`src/sv/srv_pkg.sv`:
```
// Shared types, constants and codes of the Schroeder reverb block.
package srv_pkg;

   localparam int LEN_W      = 12;
   localparam int AP_LEN_W   = 9;
   localparam int GAIN_W     = 17;
   localparam int CSR_IDX_W  = 3;
   localparam int CSR_DATA_W = 17;
   localparam int WORD_W     = 24;
   localparam int SUM_W      = 26;
   localparam int A_W        = 25;
   localparam int B_W        = 18;
   localparam int ACC_W      = 48;

   localparam logic [GAIN_W-1:0] UNITY   = 17'd65536;
   localparam logic [GAIN_W-1:0] FB_BASE = 17'd32768;
   localparam logic [GAIN_W-1:0] FB_SPAN = 17'd26214;

   localparam logic [3:0][LEN_W-1:0]    RST_COMB_LEN =
      {12'd1927, 12'd1812, 12'd1636, 12'd1309};
   localparam logic [1:0][AP_LEN_W-1:0] RST_AP_LEN = {9'd74, 9'd220};
   localparam logic [GAIN_W-1:0]        RST_ROOM   = 17'd32768;
   localparam logic [GAIN_W-1:0]        RST_WET    = 17'd19661;

   typedef enum logic [CSR_IDX_W-1:0] {
      CSR_COMB_LEN_0,
      CSR_COMB_LEN_1,
      CSR_COMB_LEN_2,
      CSR_COMB_LEN_3,
      CSR_ALLPASS_LEN_0,
      CSR_ALLPASS_LEN_1,
      CSR_ROOM_SIZE,
      CSR_WET_MIX
   } csr_idx_type;

   typedef enum logic [3:0] {
      S_CLEAR,
      S_IDLE,
      S_GAIN,
      S_COMB,
      S_AP_A,
      S_AP_B,
      S_MIX_W,
      S_MIX_L,
      S_MIX_R
   } state_type;

   typedef enum logic [1:0] {
      SH_0,
      SH_1,
      SH_16
   } shift_type;

   typedef struct packed {
      logic      sub;
      shift_type shift;
   } alu_op_type;

   // clamped, ready-to-use configuration
   typedef struct packed {
      logic [3:0][LEN_W-1:0]    comb_len;
      logic [1:0][AP_LEN_W-1:0] ap_len;
      logic [GAIN_W-1:0]        room;
      logic [GAIN_W-1:0]        wet;
      logic [GAIN_W-1:0]        dry;
   } cfg_type;

endpackage

```
`src/sv/srv_alu.sv`:
```
// Shared multiply, shift and add/subtract unit with 24-bit saturation.
module srv_alu import srv_pkg::*; (
   input  alu_op_type               op,
   input  logic signed [A_W-1:0]    a,
   input  logic signed [B_W-1:0]    b,
   input  logic signed [ACC_W-1:0]  c,
   output logic signed [ACC_W-1:0]  sum,
   output logic signed [WORD_W-1:0] word
);

   localparam logic signed [ACC_W-1:0] WMAX = (ACC_W'(1) <<< (WORD_W - 1)) - ACC_W'(1);
   localparam logic signed [ACC_W-1:0] WMIN = -WMAX - ACC_W'(1);

   logic signed [A_W+B_W-1:0] prod;
   logic signed [ACC_W-1:0]   pext;
   logic signed [ACC_W-1:0]   shifted;

   always_comb begin
      prod = a * b;
      pext = ACC_W'(prod);
      unique case (op.shift)
         SH_0:    shifted = pext;
         SH_1:    shifted = pext >>> 1;
         SH_16:   shifted = pext >>> 16;
         default: shifted = pext;
      endcase
      sum = op.sub ? (c - shifted) : (c + shifted);
      if (sum > WMAX) begin
         word = WORD_W'(WMAX);
      end else if (sum < WMIN) begin
         word = WORD_W'(WMIN);
      end else begin
         word = WORD_W'(sum);
      end
   end

endmodule

```
`config.mk`:
```
export PLATFORM = sky130hd
export DESIGN_NAME = srv_alu
export DESIGN_NICKNAME = d
export VERILOG_FILES = /design/src/sv/srv_pkg.sv /design/src/sv/srv_alu.sv
export SDC_FILE = /design/constraint.sdc
export NUM_CORES = 1
export LEC_CHECK = 0
export ABC_AREA = 0
export ABC_CLOCK_PERIOD_IN_PS = 16800
export BUFFER_PORTS_ARGS = -buffer_cell sky130_fd_sc_hd__buf_2
export CORE_MARGIN = 5
export CORE_UTILIZATION = 65
export DETAILED_ROUTE_END_ITERATION = 8
export PLACE_DENSITY = 0.94
export SYNTH_ARGS = -nofsm -noshare
export SYNTH_HDL_FRONTEND = slang
export SYNTH_SLANG_ARGS = --single-unit
```
`constraint.sdc`:
```
create_clock -name vclk -period 16.8
set_clock_uncertainty 0.2 [all_clocks]
set_input_delay 0.84 -clock vclk [all_inputs]
set_output_delay 0.84 -clock vclk [all_outputs]
set_load 0.02 [all_outputs]
```
# [Word-level counts from Yosys, hierarchy flattened]
# Index checks and enable logic that the tools add are counted.
[word_totals] regBits=0 latchBits=0 mem_bits_rw=0 romBits=0 input_bits=94 memories=0
[classes] addsub=2 multipliers=1 div_mod_pow=0 magnitude_cmp=2 n_eq_ne=2 shifts=0 n_mux=4 n_bitwise=0 n_reduce_logical=0
[ops] cell="$pmux W42 S2" n=1
[ops] cell="$add A48 B43 Y48" n=1
[ops] cell="$gt A48 B24 Y1 const B" n=1
[ops] cell="$lt A48 B24 Y1 const B" n=1
[ops] cell="$mux W24" n=2
[ops] cell="$mux W48" n=1
[ops] cell="$sub A48 B43 Y48" n=1
[ops] cell="$mul A25 B18 Y43" n=1
[ops] cell="$eq A2 B1 Y1 const B" n=1
[ops] cell="$eq A2 B2 Y1 const B" n=1

# [Depth between registers and ports, before layout]
[logic_depth] depth_word=7 mapped_depth=47 ltp_nobuf=41

# [Worst setup path after synthesis]
# Ideal clock, no wire load.
[synth_path] path_type="input port to output port" start="input a[9]" end="output word[10]" arrival_ns=11.644 t_required_ns=15.760 setup_slack_ns=4.116 stages=41 path_buffers=7 path_cell_list="clkbuf_1 > clkbuf_1 > nand2_1 > fa_1 > fa_1 > fa_1 > inv_1 > fa_1 > fa_1 > inv_1 > fa_1 > inv_1 > ha_1 > buf_2 > and4_1 > nor4b_1 > a211oi_1 > o41ai_1 > [5 not listed] > buf_2 > nor3b_1 > a21oi_1 > xor2_1 > ha_1 > clkbuf_1 > and4_1 > clkbuf_1 > nand3_1 > o221a_2 > and3_1 > a311oi_1 > and3_1 > nand4_1 > o2111ai_1 > clkbuf_1 > nand2_1 > o32ai_2"
[synth_between] elab_chain_len=7
[synth_rtl] item="start: declaration" line="srv_alu.sv:4" source="input logic signed [A_W-1:0] a,"
[synth_rtl] item="$mul A25 B18 Y43 *" line="srv_alu.sv:19" source="prod = a * b;"
[synth_rtl] item="$pmux W42 S2 *" line="srv_alu.sv:21" source="unique case (op.shift)"
[synth_rtl] item="$add A48 B43 Y48 / $sub A48 B43 Y48 (equally long branches)" line="srv_alu.sv:27" source="sum = op.sub ? (c - shifted) : (c + shifted);"
[synth_rtl] item="$mux W48 *" line="srv_alu.sv:27"
[synth_rtl] item="named net sum[41]" line="srv_alu.sv:7" source="output logic signed [ACC_W-1:0] sum,"
[synth_rtl] item="$lt A48 B24 Y1" line="srv_alu.sv:30" source="end else if (sum < WMIN) begin"
[synth_rtl] item="$mux W24" line="srv_alu.sv:30"
[synth_rtl] item="$mux W24 *" line="srv_alu.sv:28" source="if (sum > WMAX) begin"
[synth_rtl] item="end: declaration" line="srv_alu.sv:8" source="output logic signed [WORD_W-1:0] word"
# The timed path passes the listed nets; every way through them passes the cells marked *.

# [Worst setup path after layout]
[layout_path] start="input b[17]" end="output word[1]"
[layout_between] elab_chain_len=7
[layout_rtl] item="start: declaration" line="srv_alu.sv:5" source="input logic signed [B_W-1:0] b,"
[layout_rtl] item="$mul A25 B18 Y43 *" line="srv_alu.sv:19"
[layout_rtl] item="$pmux W42 S2" line="srv_alu.sv:21"
[layout_rtl] item="$add A48 B43 Y48 / $sub A48 B43 Y48 (equally long branches)" line="srv_alu.sv:27"
[layout_rtl] item="$mux W48 *" line="srv_alu.sv:27"
[layout_rtl] item="$lt A48 B24 Y1" line="srv_alu.sv:30"
[layout_rtl] item="$mux W24" line="srv_alu.sv:30"
[layout_rtl] item="$mux W24 *" line="srv_alu.sv:28"
# Every way passes the cells marked *; elsewhere a longest branch is shown, timed or not.

==> summary.md <==
| Metric | Value |
|---|---|
| Synth Cell Area | 22900 sq um |
| Post-route setup TNS | 0 ns |
| Cell area after placement | approximately 24000 sq um |
| Worst Hold Class | in -> out |
| Hold Path Stages | 5 |
| PostCTS Resize Cnt | 0 |
| N_diodes | 0 |
| Final Net Count | about 3600 |
| Synth Area in XOR/XNOR | 0.0434 |
| Most common cell on crit path | fa_1 |
| Top cells by area, synth | fa_1, inv_1, ha_1, nand2_1, and2_1 |
| Buffers added on ports | 166 |
| Measured slew at the worst slew-check pin | between 1 and 1.5 ns |
| Synth Area in Adders | 0.473 |
| Crit. End Element | output port |
| CP Depth | 38 |
| Die width | about 200 um |
| Post-Synth Simple-Gate Area | 0.194 |
| Netlist cell types | between 90 and 100 |
| Initial DRC count | 1991 |
| Final worst path period need | approximately 15 ns |
| # setup viols final | 0 |
| Largest net degree at the start of global routing | between 40 and 50 |
| Sequential cell area | 0 sq um |
| Status | complete, no violations |
| Max Cap Viol | 0 |
| Setup Buffers After CTS | 0 |
| Share of the synthesized area in the top cell type | 0.387 |
| Critical Path Fanout Max | 23 |
| Drt total wl | 72000 um |
| RSZ-0062 raised after global routing | no |
| Post-Layout Inst Area | roughly 24000 sq um |
| Post-route antenna net violation count | 0 |
| Clock buf count | 0 |
| Post-synth top cells | inv_1, fa_1, nand2_1 |
| DR vias/cell | between 6 and 7 |
| Area grow syn2layout | 3.67% |
| GP Congestion | between 0.9 and 1 |
| Yosys top cell by area | fa_1 |
| DIE HEIGHT | 198 um |
| CP Class | in -> out |
| Post-synthesis mux area share | 0.00591 |
| Full die area | about 39000 sq um |
| Max Fclk | ~67 MHz |
| Most frequent cell after synthesis | inv_1 |
| Drt first pass iters | 6 |
| Combinational family with the most area after synthesis | adder cells |
| CP Launch Type | primary input |
| Via count | roughly 21000 |
| Slowest stage delay, CP | approximately 1.1 ns |
| Register area share after synthesis | 0 |
| CP arrival | 13.78 ns |
| Row count | 68 |
| Cts hold-fix bufs | 0 |
| Initial core utilization | 0.660 |
| First-pass GRT wire length | roughly 120000 um |
| Synth Area in Compound Gates | 0.165 |
| Worst path top cell family by delay | simple AND/OR/NAND/NOR gates |
| Data required time at the worst endpoint | about 16 ns |
| Part of the cycle the worst path needs | 0.882 |
| Io pins | between 150 and 200 |
| Fillers | around 2600 |
| Avg WL per Cell | 21.7 um |
| Max-slew headroom | 0.0953 |
| All-layer global routing usage | 0.369 |
| Proportion of layout cells with a drive suffix above 1 | 0.0838 |
| Final Hold Viols | 0 |
| Core area | approximately 35000 sq um |
| YS warnings | 0 |
| Vias in the first global route | 22822 |
| DRC Markers | 0 |
| Mapped Nets | between 3000 and 4000 |
| Syn Area/Cell | roughly 8 sq um |
| Seq_cells | 0 |
| Final-report max-slew violation count | 0 |
| Initial antenna violation count | 1 |
| Hpwl dp | around 59000 um |
| CP max-delay cell | and3_1 |
| WP buf/inv | 5 |
| Syn Inst Count | about 2800 |
| Overflow after GRT | 0 |
metrics by stage:
step	hold slack (ns)	util	std cells	setup WS, ns
2_1_floorplan	1.73	-	2845	4.12
3_3_place_gp	1.95	0.684	3320	2.63
3_5_place_dp	1.96	0.684	3320	2.30
4_1_cts	1.96	0.684	3320	2.27
5_1_grt	2.00	0.684	3320	1.24
6_report	1.97	0.684	3320	1.98
kinds of logic (layout without fill, tap and decap cells):
group | count (synthesis) | after routing
AO/OA/AOI/OAI | 517 | 517
multiplexers | 13 | 13
adder cells (fa/ha/maj) | 599 | 599
AND/OR/NAND/NOR | 900 | 900
buffers and inverters | 706 | 726
XOR/XNOR | 110 | 110
routing by layer:
layer | track usage | vias to the layer above | share of wire
met1 | 0.468 | 10230 | 0.36
met3 | 0.0565 | 364 | 0.097
met4 | 0.181 | 2 | 0.059
met5 | 0 | - | 0.00021
met2 | 0.618 | 1300 | 0.48
li1 | - | 9185 | -
cell usage in the layout, fill, tap and decap left out, types with 20 or more instances in the layout:
| master | instances |
|---|---|
| xor2_1 | 33 |
| and2_1 | 174 |
| fa_1 | 442 |
| o21ai_0 | 68 |
| nand3_1 | 28 |
| buf_2 | 166 |
| a21oi_1 | 126 |
| ha_1 | 157 |
| nor3_1 | 34 |
| xnor2_1 | 74 |
| o32ai_2 | 20 |
| and3_1 | 21 |
| nor2_1 | 111 |
| a21o_1 | 45 |
| nand4_1 | 22 |
| a31oi_1 | 21 |
| nand2_1 | 400 |
| inv_1 | 550 |
final cells by class:
type	instances	area [sq um]	area share
multi-input combinational	2139	20200	0.851
inverter	550	2060	0.0871
timing repair buffer	176	906	0.0382
tap	455	569	0.0240
worst paths after layout:
kind              slack (ns)  start  endpoint
setup / recovery        1.98  b[17]   word[1]
hold / removal          1.97   c[0]    sum[0]
Power is left out: the tool's default activity adds up to more than one toggle a clock period on the data nets, which glitch-free logic cannot reach.
