==> config.mk <==
export PLATFORM = sky130hd
export DESIGN_NAME = srv_csr
export DESIGN_NICKNAME = d
export VERILOG_FILES = /design/src/sv/srv_pkg.sv /design/src/sv/srv_csr.sv
export SDC_FILE = /design/constraint.sdc
export NUM_CORES = 1
export LEC_CHECK = 0
export ABC_AREA = 1
export BUFFER_PORTS_ARGS = -buffer_cell sky130_fd_sc_hd__buf_4
export CORE_MARGIN = 2
export CORE_UTILIZATION = 45
export CTS_BUF_LIST = sky130_fd_sc_hd__clkbuf_16
export CTS_CLUSTER_DIAMETER = 30
export DETAILED_ROUTE_END_ITERATION = 16
export PLACE_DENSITY_LB_ADDON = 0.3
export SLEW_MARGIN = 25
export SYNTH_ARGS = -nofsm -noshare
export SYNTH_HDL_FRONTEND = slang
export SYNTH_SLANG_ARGS = --single-unit
==> constraint.sdc <==
create_clock -name clock -period 5.3 [get_ports clock]
set_clock_uncertainty 0.15 [all_clocks]
set_input_delay 1.06 -clock clock [delete_from_list [all_inputs] [get_ports clock]]
set_output_delay 1.06 -clock clock [all_outputs]
set_load 0.05 [all_outputs]
==> src/sv/srv_pkg.sv <==
// Shared types, constants and codes of the Schroeder reverb block.
package srv_pkg;

   localparam int LEN_W      = 12;
   localparam int AP_LEN_W   = 9;
   localparam int GAIN_W     = 17;
   localparam int CSR_IDX_W  = 3;
   localparam int CSR_DATA_W = 17;
   localparam int WORD_W     = 24;
   localparam int SUM_W      = 26;
   localparam int A_W        = 25;
   localparam int B_W        = 18;
   localparam int ACC_W      = 48;

   localparam logic [GAIN_W-1:0] UNITY   = 17'd65536;
   localparam logic [GAIN_W-1:0] FB_BASE = 17'd32768;
   localparam logic [GAIN_W-1:0] FB_SPAN = 17'd26214;

   localparam logic [3:0][LEN_W-1:0]    RST_COMB_LEN =
      {12'd1927, 12'd1812, 12'd1636, 12'd1309};
   localparam logic [1:0][AP_LEN_W-1:0] RST_AP_LEN = {9'd74, 9'd220};
   localparam logic [GAIN_W-1:0]        RST_ROOM   = 17'd32768;
   localparam logic [GAIN_W-1:0]        RST_WET    = 17'd19661;

   typedef enum logic [CSR_IDX_W-1:0] {
      CSR_COMB_LEN_0,
      CSR_COMB_LEN_1,
      CSR_COMB_LEN_2,
      CSR_COMB_LEN_3,
      CSR_ALLPASS_LEN_0,
      CSR_ALLPASS_LEN_1,
      CSR_ROOM_SIZE,
      CSR_WET_MIX
   } csr_idx_type;

   typedef enum logic [3:0] {
      S_CLEAR,
      S_IDLE,
      S_GAIN,
      S_COMB,
      S_AP_A,
      S_AP_B,
      S_MIX_W,
      S_MIX_L,
      S_MIX_R
   } state_type;

   typedef enum logic [1:0] {
      SH_0,
      SH_1,
      SH_16
   } shift_type;

   typedef struct packed {
      logic      sub;
      shift_type shift;
   } alu_op_type;

   // clamped, ready-to-use configuration
   typedef struct packed {
      logic [3:0][LEN_W-1:0]    comb_len;
      logic [1:0][AP_LEN_W-1:0] ap_len;
      logic [GAIN_W-1:0]        room;
      logic [GAIN_W-1:0]        wet;
      logic [GAIN_W-1:0]        dry;
   } cfg_type;

endpackage

==> src/sv/srv_csr.sv <==
// Configuration registers with range clamping for lengths and gains.
module srv_csr import srv_pkg::*; #(
   parameter int COMB_DEPTH    = 2048,
   parameter int ALLPASS_DEPTH = 256
) (
   input  logic                  clock,
   input  logic                  reset,
   input  logic                  csr_we,
   input  logic [CSR_IDX_W-1:0]  csr_index,
   input  logic [CSR_DATA_W-1:0] csr_wdata,
   output cfg_type               cfg
);

   logic [LEN_W-1:0]    comb_len_ff [4];
   logic [AP_LEN_W-1:0] ap_len_ff   [2];
   logic [GAIN_W-1:0]   room_ff;
   logic [GAIN_W-1:0]   wet_ff;

   always_ff @(posedge clock) begin
      if (reset) begin
         for (int i = 0; i < 4; i++) begin
            comb_len_ff[i] <= RST_COMB_LEN[i];
         end
         for (int i = 0; i < 2; i++) begin
            ap_len_ff[i] <= RST_AP_LEN[i];
         end
         room_ff <= RST_ROOM;
         wet_ff  <= RST_WET;
      end else if (csr_we) begin
         unique case (csr_idx_type'(csr_index))
            CSR_COMB_LEN_0:    comb_len_ff[0] <= csr_wdata[LEN_W-1:0];
            CSR_COMB_LEN_1:    comb_len_ff[1] <= csr_wdata[LEN_W-1:0];
            CSR_COMB_LEN_2:    comb_len_ff[2] <= csr_wdata[LEN_W-1:0];
            CSR_COMB_LEN_3:    comb_len_ff[3] <= csr_wdata[LEN_W-1:0];
            CSR_ALLPASS_LEN_0: ap_len_ff[0]   <= csr_wdata[AP_LEN_W-1:0];
            CSR_ALLPASS_LEN_1: ap_len_ff[1]   <= csr_wdata[AP_LEN_W-1:0];
            CSR_ROOM_SIZE:     room_ff        <= csr_wdata[GAIN_W-1:0];
            CSR_WET_MIX:       wet_ff         <= csr_wdata[GAIN_W-1:0];
         endcase
      end
   end

   // lengths to 1..depth, gains to at most unity
   always_comb begin
      for (int i = 0; i < 4; i++) begin
         if (comb_len_ff[i] == '0) begin
            cfg.comb_len[i] = LEN_W'(1);
         end else if (32'(comb_len_ff[i]) > COMB_DEPTH) begin
            cfg.comb_len[i] = LEN_W'(COMB_DEPTH);
         end else begin
            cfg.comb_len[i] = comb_len_ff[i];
         end
      end
      for (int i = 0; i < 2; i++) begin
         if (ap_len_ff[i] == '0) begin
            cfg.ap_len[i] = AP_LEN_W'(1);
         end else if (32'(ap_len_ff[i]) > ALLPASS_DEPTH) begin
            cfg.ap_len[i] = AP_LEN_W'(ALLPASS_DEPTH);
         end else begin
            cfg.ap_len[i] = ap_len_ff[i];
         end
      end
      cfg.room = (room_ff > UNITY) ? UNITY : room_ff;
      cfg.wet  = (wet_ff > UNITY) ? UNITY : wet_ff;
      cfg.dry  = UNITY - cfg.wet;
   end

endmodule
# After elaboration in Yosys (flattened, before gate mapping)
# Memory sizes are Yosys's and may differ from the RTL's.
# Index checks and enable logic that the tools add are counted.
op_classes:
  eq_ne: 7
  n_mux: 46
  bitwise_logic: 6
  n_reduce_logical: 9
  n_addsub: 1
  magnitude_cmp: 8
ops:
  columns: ["op", "n"]
  rows:
  - ["2-to-1 mux 12 bit", 12]
  - ["2-to-1 mux 9 bit", 6]
  - ["> comparator 12 bit (second input constant)", 4]
  - ["logical NOT 12 bit", 4]
  - ["> comparator 17 bit (second input constant)", 2]
  - ["2-to-1 mux 17 bit", 2]
  - ["2-to-1 mux 1 bit", 26]
  - ["> comparator 9 bit (second input constant)", 2]
  - ["logical NOT 9 bit", 2]
  - ["subtractor 17 bit (first input constant)", 1]
  - ["== test 3 bit (second input constant)", 4]
  - ["== test 3 x 2 -> 1 bit (second input constant)", 2]
  - ["bitwise OR 1 bit", 6]
  - ["AND reduction 2 bit", 2]
  - ["== test 3 x 1 -> 1 bit (second input constant)", 1]
  - ["logical NOT 3 bit", 1]
word_totals:
  out_inout_bits: 117
  mem_count: 2
  reg_bits: 34
  word_cells: 81
  mem_bits_rw: 66
  inputBits: 23
mem_list:
  columns: ["name", "words", "word_bits", "read_ports", "rd_clocked_by_memory_dff", "write_ports", "line_no", "text"]
  rows:
  - ["comb_len_ff", 4, 12, 4, 0, 4, "srv_csr.sv:14", "logic [LEN_W-1:0] comb_len_ff [4];"]
  - ["ap_len_ff", 2, 9, 2, 0, 2, "srv_csr.sv:15", "logic [AP_LEN_W-1:0] ap_len_ff [2];"]

# Logic depth before layout (Yosys ltp)
# Gate-level depths: netlist of run 1.
logic_depth:
  depth_word: 6
  depth_mapped: 13
  depth_no_buf: 12

# Worst setup path after synthesis of run 1
# No wires, ideal clock.
synth_path:
  path_type: "register to output"
  start: "register wet_ff[4]"
  end: "output port cfg[16] in the netlist's numbering"
  slack_ns: 1.851
  path_buffers: 1
  path_stages_with_launch: 13
  t_required_ns: 4.090
  arrival_time_ns: 2.239
  path_cell_list: "dfxtp_1 nor2_4 nand2_1 nor2_2 nand2_2 nand2_4 buf_6 nand2_1 ha_1 nand2_1 nor2_1 nand3_1 xor2_1"
synth_rtl:
  columns: ["element", "line_no", "text"]
  rows:
  - ["from (decl)", "srv_csr.sv:17", "logic [GAIN_W-1:0] wet_ff;"]
  - ["from (signal assigned)", "srv_csr.sv:38", "CSR_WET_MIX: wet_ff <= csr_wdata[GAIN_W-1:0];"]
  - ["to (decl)", "srv_csr.sv:11", "output cfg_type cfg"]

==> results of run 1 <==
state kept, by name (all words and copies together) (netlist names):
name / count
comb_len_ff: 48
room_ff: 17
wet_ff: 17
ap_len_ff: 18
layer usage:
metal | vias up | track usage | share of wire
met5 | - | 0 | 0
met4 | 0 | 0.0796 | 0.019
met3 | 20 | 0.0344 | 0.060
met2 | 144 | 0.346 | 0.47
met1 | 2019 | 0.278 | 0.45
li1 | 2212 | - | -
critical path, cell delays in order, from the launching register on:
cell and delay, ps:
dfxtp_1 380, nor2_4 160, nand2_1 80, nor2_2 150
nand2_2 80, nand2_4 230, nand2_1 140, ha_1 250
nand2_1 150, inv_1 90, nand3_2 100, xor2_1 150
buf_4 210
how the worst min path moves through the flow:
stage,from,endpoint,slack [ps],depth (start not counted)
after floorplan,room_ff[16],room_ff[16],290,2
after global placement,room_ff[13],room_ff[13],330,2
after detailed placement,room_ff[14],room_ff[14],330,2
after CTS,room_ff[14],room_ff[14],340,2
after global routing,room_ff[13],room_ff[13],370,2
final,room_ff[14],room_ff[14],350,2
placed cells by master, fill, tap and decap left out, types with 2 or more instances in the layout:
master / count
buf_4: 140
nand2_1: 89
inv_1: 126
clkbuf_16: 9
nand4_1: 6
a21oi_1: 29
nor4_1: 12
clkinv_1: 5
nor2_2: 6
dfxtp_1: 34
inv_2: 2
nand2_2: 4
xor2_1: 8
o211ai_1: 7
o21ai_1: 3
edfxtp_1: 66
clkinvlp_4: 3
nor3_1: 4
o21ai_0: 36
nor2_1: 139
nand3_1: 9
o31ai_2: 2
cell families (layout without fill, tap and decap cells):
kind of cell / count (synthesis) / after routing / share of synthesized area
xor+xnor: 9 / 9 / 0.0158
buf+inv: 153 / 288 / 0.121
simple gates: 274 / 274 / 0.229
fa+ha+maj: 1 / 1 / 0.00251
compound gates: 84 / 84 / 0.0985
flops: 100 / 100 / 0.533
cell type report:
class	instances	area, um2	area share
inverters	132	495	0.0771
clock buffers	9	225	0.0350
repair buffers	140	1050	0.164
flip-flops and latches	100	2660	0.414
clock inverters	7	76.3	0.0119
multi-input cells	368	1740	0.271
well taps	140	175	0.0273
power by group through the flow:
stage	Clock [W]	Combinational [W]	Sequential (W)
after floorplan	0	0.000304	0.000911
after global placement	0	0.000429	0.000918
after detailed placement	0	0.000433	0.000919
after CTS	0.000658	0.000434	0.000902
after global routing	0.000692	0.000458	0.000908
final	0.000655	0.000433	0.000903
through the flow:
stage	instance area (um2)	setup WS [ps]	instances	util	total power (W)
2_1_floorplan	4990	1850	621	-	0.00122
3_3_place_gp	6110	2020	880	0.564	0.00135
3_5_place_dp	6120	1970	880	0.565	0.00135
4_1_cts	6430	1570	896	0.593	0.00199
5_1_grt	6430	1380	896	0.593	0.00206
6_report	6430	1570	896	0.593	0.00199
==> results summary, run 1 <==
TritonCTS built the clock tree. The maximum root-to-sink buffer count is 2. The number of input and output port buffers inserted came out at 139. The internal power summed over all cells came out at 0.00136 W. The number of instances resized during post-cts repair is 0. The critical path starts at wet_ff[4].

The commonest cells after synthesis are nor2_1 (139), inv_1 (126), nand2_1 (89). STA classifies the critical path startpoint as a flop. The worst register-to-register path begins at wet_ff[5]. The initial utilization of the core area, before any placement, comes to 0.461.

The standard-cell row count is 38. The count of clock tree sinks came out at 100. The via count of the first global-routing pass is 4008. The worst path required time is 4090 ps.

The number of clock buffers inserted by TritonCTS came out at 9. After technology mapping, the gate count stands at 621. The worst setup path is captured at an output port. Measured along the x axis, the die boundary spans 109 um.

The filler cells instantiated in the layout total 956. The insertion delay to the later sink of the worst-skew pair is 330 ps. The largest voltage drop on the vdd net is 0.156 mV. The average cell area after synthesis is 8.04 um2. The share of post-route cells with drive strength above 1 came out at 0.235. The count of max-cap constraint violations came out at 0.

The final critical path time including I/O delays and setup is 3730 ps. Dividing the detail-routed wire length by the instance count gives 14.2 um. The H-tree was split into 3 levels.

The DRC violation total after the first TritonRoute iteration came out at 230. For this design the total switching power over the nets is 0.000634 W. The number of flops mapped to enable cells by yosys is 66. The count of final hold-check violations came out at 0. The number of warning messages in the yosys log is 0. The cell area after synthesis is 4990 um2. The count of nets after finishing came out at 775. The area of the core region came out at 10800 um2. The overall routing resource usage came out at 0.210. The critical path data arrival time came out at 2520 ps. The final number of max-transition violations is 0. For this run, the leading register cell type out of synthesis is edfxtp_1.

Across all register-to-register paths, the minimum setup slack is 4310 ps. The total of hold buffers inserted after clock tree synthesis came out at 0. The synthesized design spends more area on one cell type than any other, namely edfxtp_1. The share of total power dissipated in the clock network is 0.329. In this run the worst hold path is classified as flop to flop. The leakage power came out at 3.03 nW.

The final-layout worst hold slack came out at 346 ps. The first global-routing pass estimated 19200 um of wire. Among all cell types in the netlist, the one instantiated most often is nor2_1. The die area came out at 12000 um2. By area the synthesized netlist is led by edfxtp_1 (40%), dfxtp_1 (14%), nor2_1 (10%). Routability-driven placement finished with a final weighted congestion of 0.907.

Setup violations remaining at the end of the flow were counted as 0. The achievable frequency came out at 268 MHz. The die height is 109 um. Of the total power, the share spent switching nets is 0.319. The number of antenna repair diodes came out at 0. For this design the ratio of total power to cell area is 310 nW/um2.

By startpoint and endpoint, the worst setup path is classified as flop to output port. The final global-route overflow total came out at 0. Once detailed placement completed, the half-perimeter wirelength came to 9320 um. In this run the worst setup path terminates at cfg[6].

The share of async-settable or async-resettable flops after synthesis is 0. The worst pin sits at a relative slew slack of 0.322. Of the total power, combinational logic draws 0.217.

The share of the Yosys chip area taken by registers is 0.533. For the pin with the worst max-slew slack, the measured transition is 1020 ps. The worst register-to-register path ends at wet_ff[5].

CTS placed an instance of clkbuf_16 at the clock tree root. The post-detailed-routing wire length is 12800 um. Setup repair after global routing left no endpoint under its margin. The synthesized design contains 100 register bits. The clock transition at the register clock pins on the worst setup and hold paths after CTS came out at 70 ps. The number of placed I/O pins came out at 140. Summing over every cut layer, the via total after detailed routing is 4395.

The total negative slack came out at 0 ps. The final clock period utilization by the worst path is 0.703. Once the clock tree was built, the setup fixing pass inserted 0 buffers. Entering global routing, the biggest net connects 39 pins. From synthesis to final layout, the design area changed by 28.7%. The DRC violation count after routing is 0. The number of search-and-repair iterations in the first detailed-routing pass came out at 5. In this run the remaining antenna-violating nets after routing total 0. The area share of the largest cell type after synthesis is 0.397. The number of antenna violations at the first check in global routing is 0. The highest net fanout along the worst path is 26. The number of distinct library cell variants in the gate-level netlist after synthesis came out at 38.

The detail-routed via count per cell came out at 4.91. The share of total power dissipated in sequential elements is 0.453. The run finished with clean final reports. The net count after synthesis came out at 645. For the worst flop-to-flop path, the logic depth is 2.
Power figures use the tool's default switching activity.
==> run 2, diff against run 1 <==
--- a/config.mk
+++ b/config.mk
@@ -5,7 +5,7 @@
 export SDC_FILE = /design/constraint.sdc
 export NUM_CORES = 1
 export LEC_CHECK = 0
-export ABC_AREA = 1
+export ABC_AREA = 0
 export BUFFER_PORTS_ARGS = -buffer_cell sky130_fd_sc_hd__buf_4
 export CORE_MARGIN = 2
 export CORE_UTILIZATION = 45
==> constraint.sdc (replaced) <==
create_clock -name clock -period 3.15 [get_ports clock]
set_clock_uncertainty 0.15 [all_clocks]
set_input_delay 0.63 -clock clock [delete_from_list [all_inputs] [get_ports clock]]
set_output_delay 0.63 -clock clock [all_outputs]
set_load 0.05 [all_outputs]
==> run 2 against run 1 <==
Effect of this change:
- cell area decreased by 0.49%
- sequential power grew 68%
- register-to-register slack got worse by 2200 ps
==> results summary, run 2 <==
The flow ran to the end, and the final reports show no timing, DRC or antenna violations. The worst relative slew slack came out at 0.312. The die covers 11800 um2. The wire length of the first global-routing pass is 18400 um. Data on the critical path is required at its endpoint by 2370 ps. Power spread over the standard cell area amounts to 515 nW/um2.

The area of the core region is 10700 um2. Along the worst path, the maximum fanout reaches 7. The largest registers in the layout are comb_len_ff: 48 flops, ap_len_ff: 18 flops. The biggest area contributor in the post-synthesis netlist is edfxtp_1.

The die is 108 um wide. The routability congestion estimate from global placement came out at 0.806. The worst setup path is captured at an output port.

Ranked by flip-flop count, first place goes to comb_len_ff. The number of flops mapped to enable cells by yosys came out at 66. The flip-flop cell with the highest count after synthesis is edfxtp_1.

The register with the most flip-flops in the layout has 48 of them. Entering global routing, the biggest net connects 52 pins. The start of the worst register-to-register path is wet_ff[16]. The adder and majority gate portion of the synthesized area came out at 0.00255. The hold path endpoint is room_ff[1]. In the global route stage, overall resource usage came out at 0.204. The portion of synthesized area spent on multiplexers is 0.00459.

The largest voltage drop on the vdd net is 0.378 mV. The maximum level of the CTS H-tree came out at 3. Counting flops with an async set or reset pin after synthesis yields a share of 0. Setup repair after global routing left no endpoint under its margin. The number of placed I/O pins came out at 140. The total of hold buffers inserted after clock tree synthesis came out at 0. Sorting the synthesized cells by how often they occur yields nor2b_1 (82), nand2_1 (77), edfxtp_1 (66). The count of final hold-check violations came out at 0. The net count after synthesis came out at 527.

The die is 108 um tall. The maximum root-to-sink buffer count is 2. Leaving out fill and tap cells, the most frequent cell in the layout is buf_4.

The detail-routed via count per cell is 5.17. The most repeated cell in the gate-level netlist after synthesis is nor2b_1. The number of distinct library cell variants in the gate-level netlist after synthesis is 43.

Sorting the synthesized cells by area gives the leading types as edfxtp_1 (40%), dfxtp_1 (14%), nor2b_1 (10%). The capturing point of the worst reg2reg path is wet_ff[16]. The via count of the first global-routing pass came out at 3615. The share of synthesized area in the top cell type comes to 0.404.

At the pin with the least slew margin, the transition time is 1030 ps. Buffers placed on the I/O ports in this run total 139. The final global-route overflow total is 0.

The leakage power came out at 2.54 nW. The standard-cell row count came out at 38. Yosys printed 0 warnings. For flop-to-flop paths, the worst setup slack is 2110 ps. In this run the clock root is driven by a clkbuf_16.

The achievable frequency is 326 MHz. The synthesized netlist occupies a cell area of 4910 um2. The final number of max-transition violations came out at 0. Post-CTS timing repair inserted 0 buffers for setup. The number of clock buffers inserted by TritonCTS came out at 9. The wire-length estimate of the detail-placed layout is 8620 um. The number of antenna violations at the first check in global routing was 0.

The number of antenna repair diodes came out at 0. From synthesis to final layout, the design area changed by 30.2%. The number of search-and-repair iterations in the first detailed-routing pass came out at 5. Of the total synthesized cell area, the portion taken by XOR and XNOR cells is 0.0107.

The worst setup path is launched from a flop. The simple logic cell fraction of the synthesized area is 0.338. The DRC violation total after the first TritonRoute iteration is 215. The share of the synthesized area in compound gates (AO/OA/AOI/OAI) came out at 0.0719.

The initial core utilization is 0.457. Setup total negative slack on the finished layout was measured at 0 ps. Counting flops and latches in the post-synthesis netlist gives 100. The average cell area after synthesis is 9.76 um2. The proportion of synthesized chip area in sequential cells came out at 0.542. The worst hold path begins at room_ff[1]. The final critical path time including I/O delays and setup came out at 3070 ps.

For the worst setup path, the data arrival time is 2290 ps. The final number of setup-violating endpoints is 0. The dominant combinational cell family by area after synthesis is simple AND/OR/NAND/NOR gates. The final route contains 3990 vias. The tool flagged a number of max-cap violations equal to 0. In the layout the commonest cells are buf_4 (146), nor2b_1 (82), nand2_1 (77), edfxtp_1 (66), and2_1 (34). The number of routed nets with antenna violations came out at 0. The share of post-route cells with drive strength above 1 is 0.283.

The clock transition at the register clock pins on the worst setup and hold paths after CTS came out at 70 ps. The routed wire length per instance came out at 15.8 um. Counting every instance in the synthesized netlist gives 503. Wires add up to 12200 um. Along the worst hold path, the cell count comes to 2. The critical path in this run is classified as flop to output port.

The final clock period utilization by the worst path is 0.975. The count of nets after finishing is 651. TritonCTS built the clock tree. After detailed routing, the number of remaining DRC violations is 0. The depth of the most critical reg-to-reg path came out at 3. The later pin in the worst-skew pair is clocked with a latency of 330 ps. The min-delay analysis places its worst path in the category flop to flop. After filler insertion, the fill cell instance count of the layout stands at 923.

The clock net in this run drives a total of 100 sinks. For this run, the share of the core covered by cells in the final layout is 0.595.
## run 2: cell count changes after synthesis, sizes merged, moves of 7 or more
cell    delta
and2      +35
clkbuf    +15
inv      -123
nand2     -17
nand2b    +27
nand3b     +9
nor2     -124
nor2b     +82
o21ai     -37
or3        +9
xor2       -7
## run 2: how the worst max path moves through the flow
| stage | startpoint | to | slack (ps) | cells past startpoint |
|---|---|---|---|---|
| after floorplan | wet_ff[6] | cfg[15] | 20 | 5 |
| after global placement | wet_ff[3] | cfg[14] | 390 | 5 |
| after detailed placement | wet_ff[3] | cfg[14] | 350 | 5 |
| after CTS | wet_ff[3] | cfg[14] | 20 | 5 |
| after global routing | wet_ff[3] | cfg[14] | 7 | 5 |
| final | wet_ff[3] | cfg[14] | 80 | 5 |
## run 2: per-stage QoR
| stage | power [W] | hold slack, ps | std cells | cell area, um2 | worst slack (ps) |
|---|---|---|---|---|---|
| after floorplan | 0.00197 | 294 | 503 | 4910 | 21.6 |
| after detailed placement | 0.00218 | 311 | 756 | 6060 | 349 |
| final | 0.00329 | 322 | 772 | 6390 | 79.2 |
| after global routing | 0.00339 | 341 | 772 | 6390 | 7.14 |
| after CTS | 0.00330 | 320 | 772 | 6370 | 21.7 |
| after global placement | 0.00217 | 306 | 756 | 6060 | 389 |
## run 2: per-layer routing
metal / up-vias / GRT usage / wire [um] / part of all wire
li1: 1960 / - / - / -
met1: 1901 / 0.270 / 5360 / 0.44
met5: - / 0 / 0 / 0
met3: 12 / 0.0344 / 648 / 0.053
met2: 117 / 0.350 / 6100 / 0.50
met4: 0 / 0.0522 / 118 / 0.0096
## run 2: power by group
group / switching [W] / total (W) / internal [W]
logic: 0.000441 / 0.000629 / 0.000188
registers: 0.0000549 / 0.00152 / 0.00147
clock network: 0.000478 / 0.00114 / 0.000664
## run 2: repair_timing
action                                  in CTS  in global routing
resized for setup                            1                  4
pin swaps                                    0                  1
gates cloned                                 0                  0
endpoints found under the setup margin       1                  4
## run 2: final cells by class
| type | instances | area (um2) | area share |
|---|---|---|---|
| well taps | 140 | 175 | 0.0274 |
| multi-input cells | 365 | 2130 | 0.333 |
| flip-flops and latches | 100 | 2670 | 0.417 |
| clock buffers | 10 | 250 | 0.0391 |
| repair buffers | 146 | 1100 | 0.171 |
| clock inverters | 6 | 60.1 | 0.00939 |
| inverters | 5 | 18.8 | 0.00293 |
## run 2: cells by family after synthesis
logic type	after synthesis
flip-flops	100
buffers and inverters	38
multiplexers	2
AO/OA/AOI/OAI	55
XOR/XNOR	6
adder cells (fa/ha/maj)	1
AND/OR/NAND/NOR	301
## run 2: critical path, cell delays in order, from the launching register on
cell and delay, ps:
dfxtp_2 370, or4_4 600, nor4_4 270, mux2_2 360, o22ai_1 120, buf_4 220
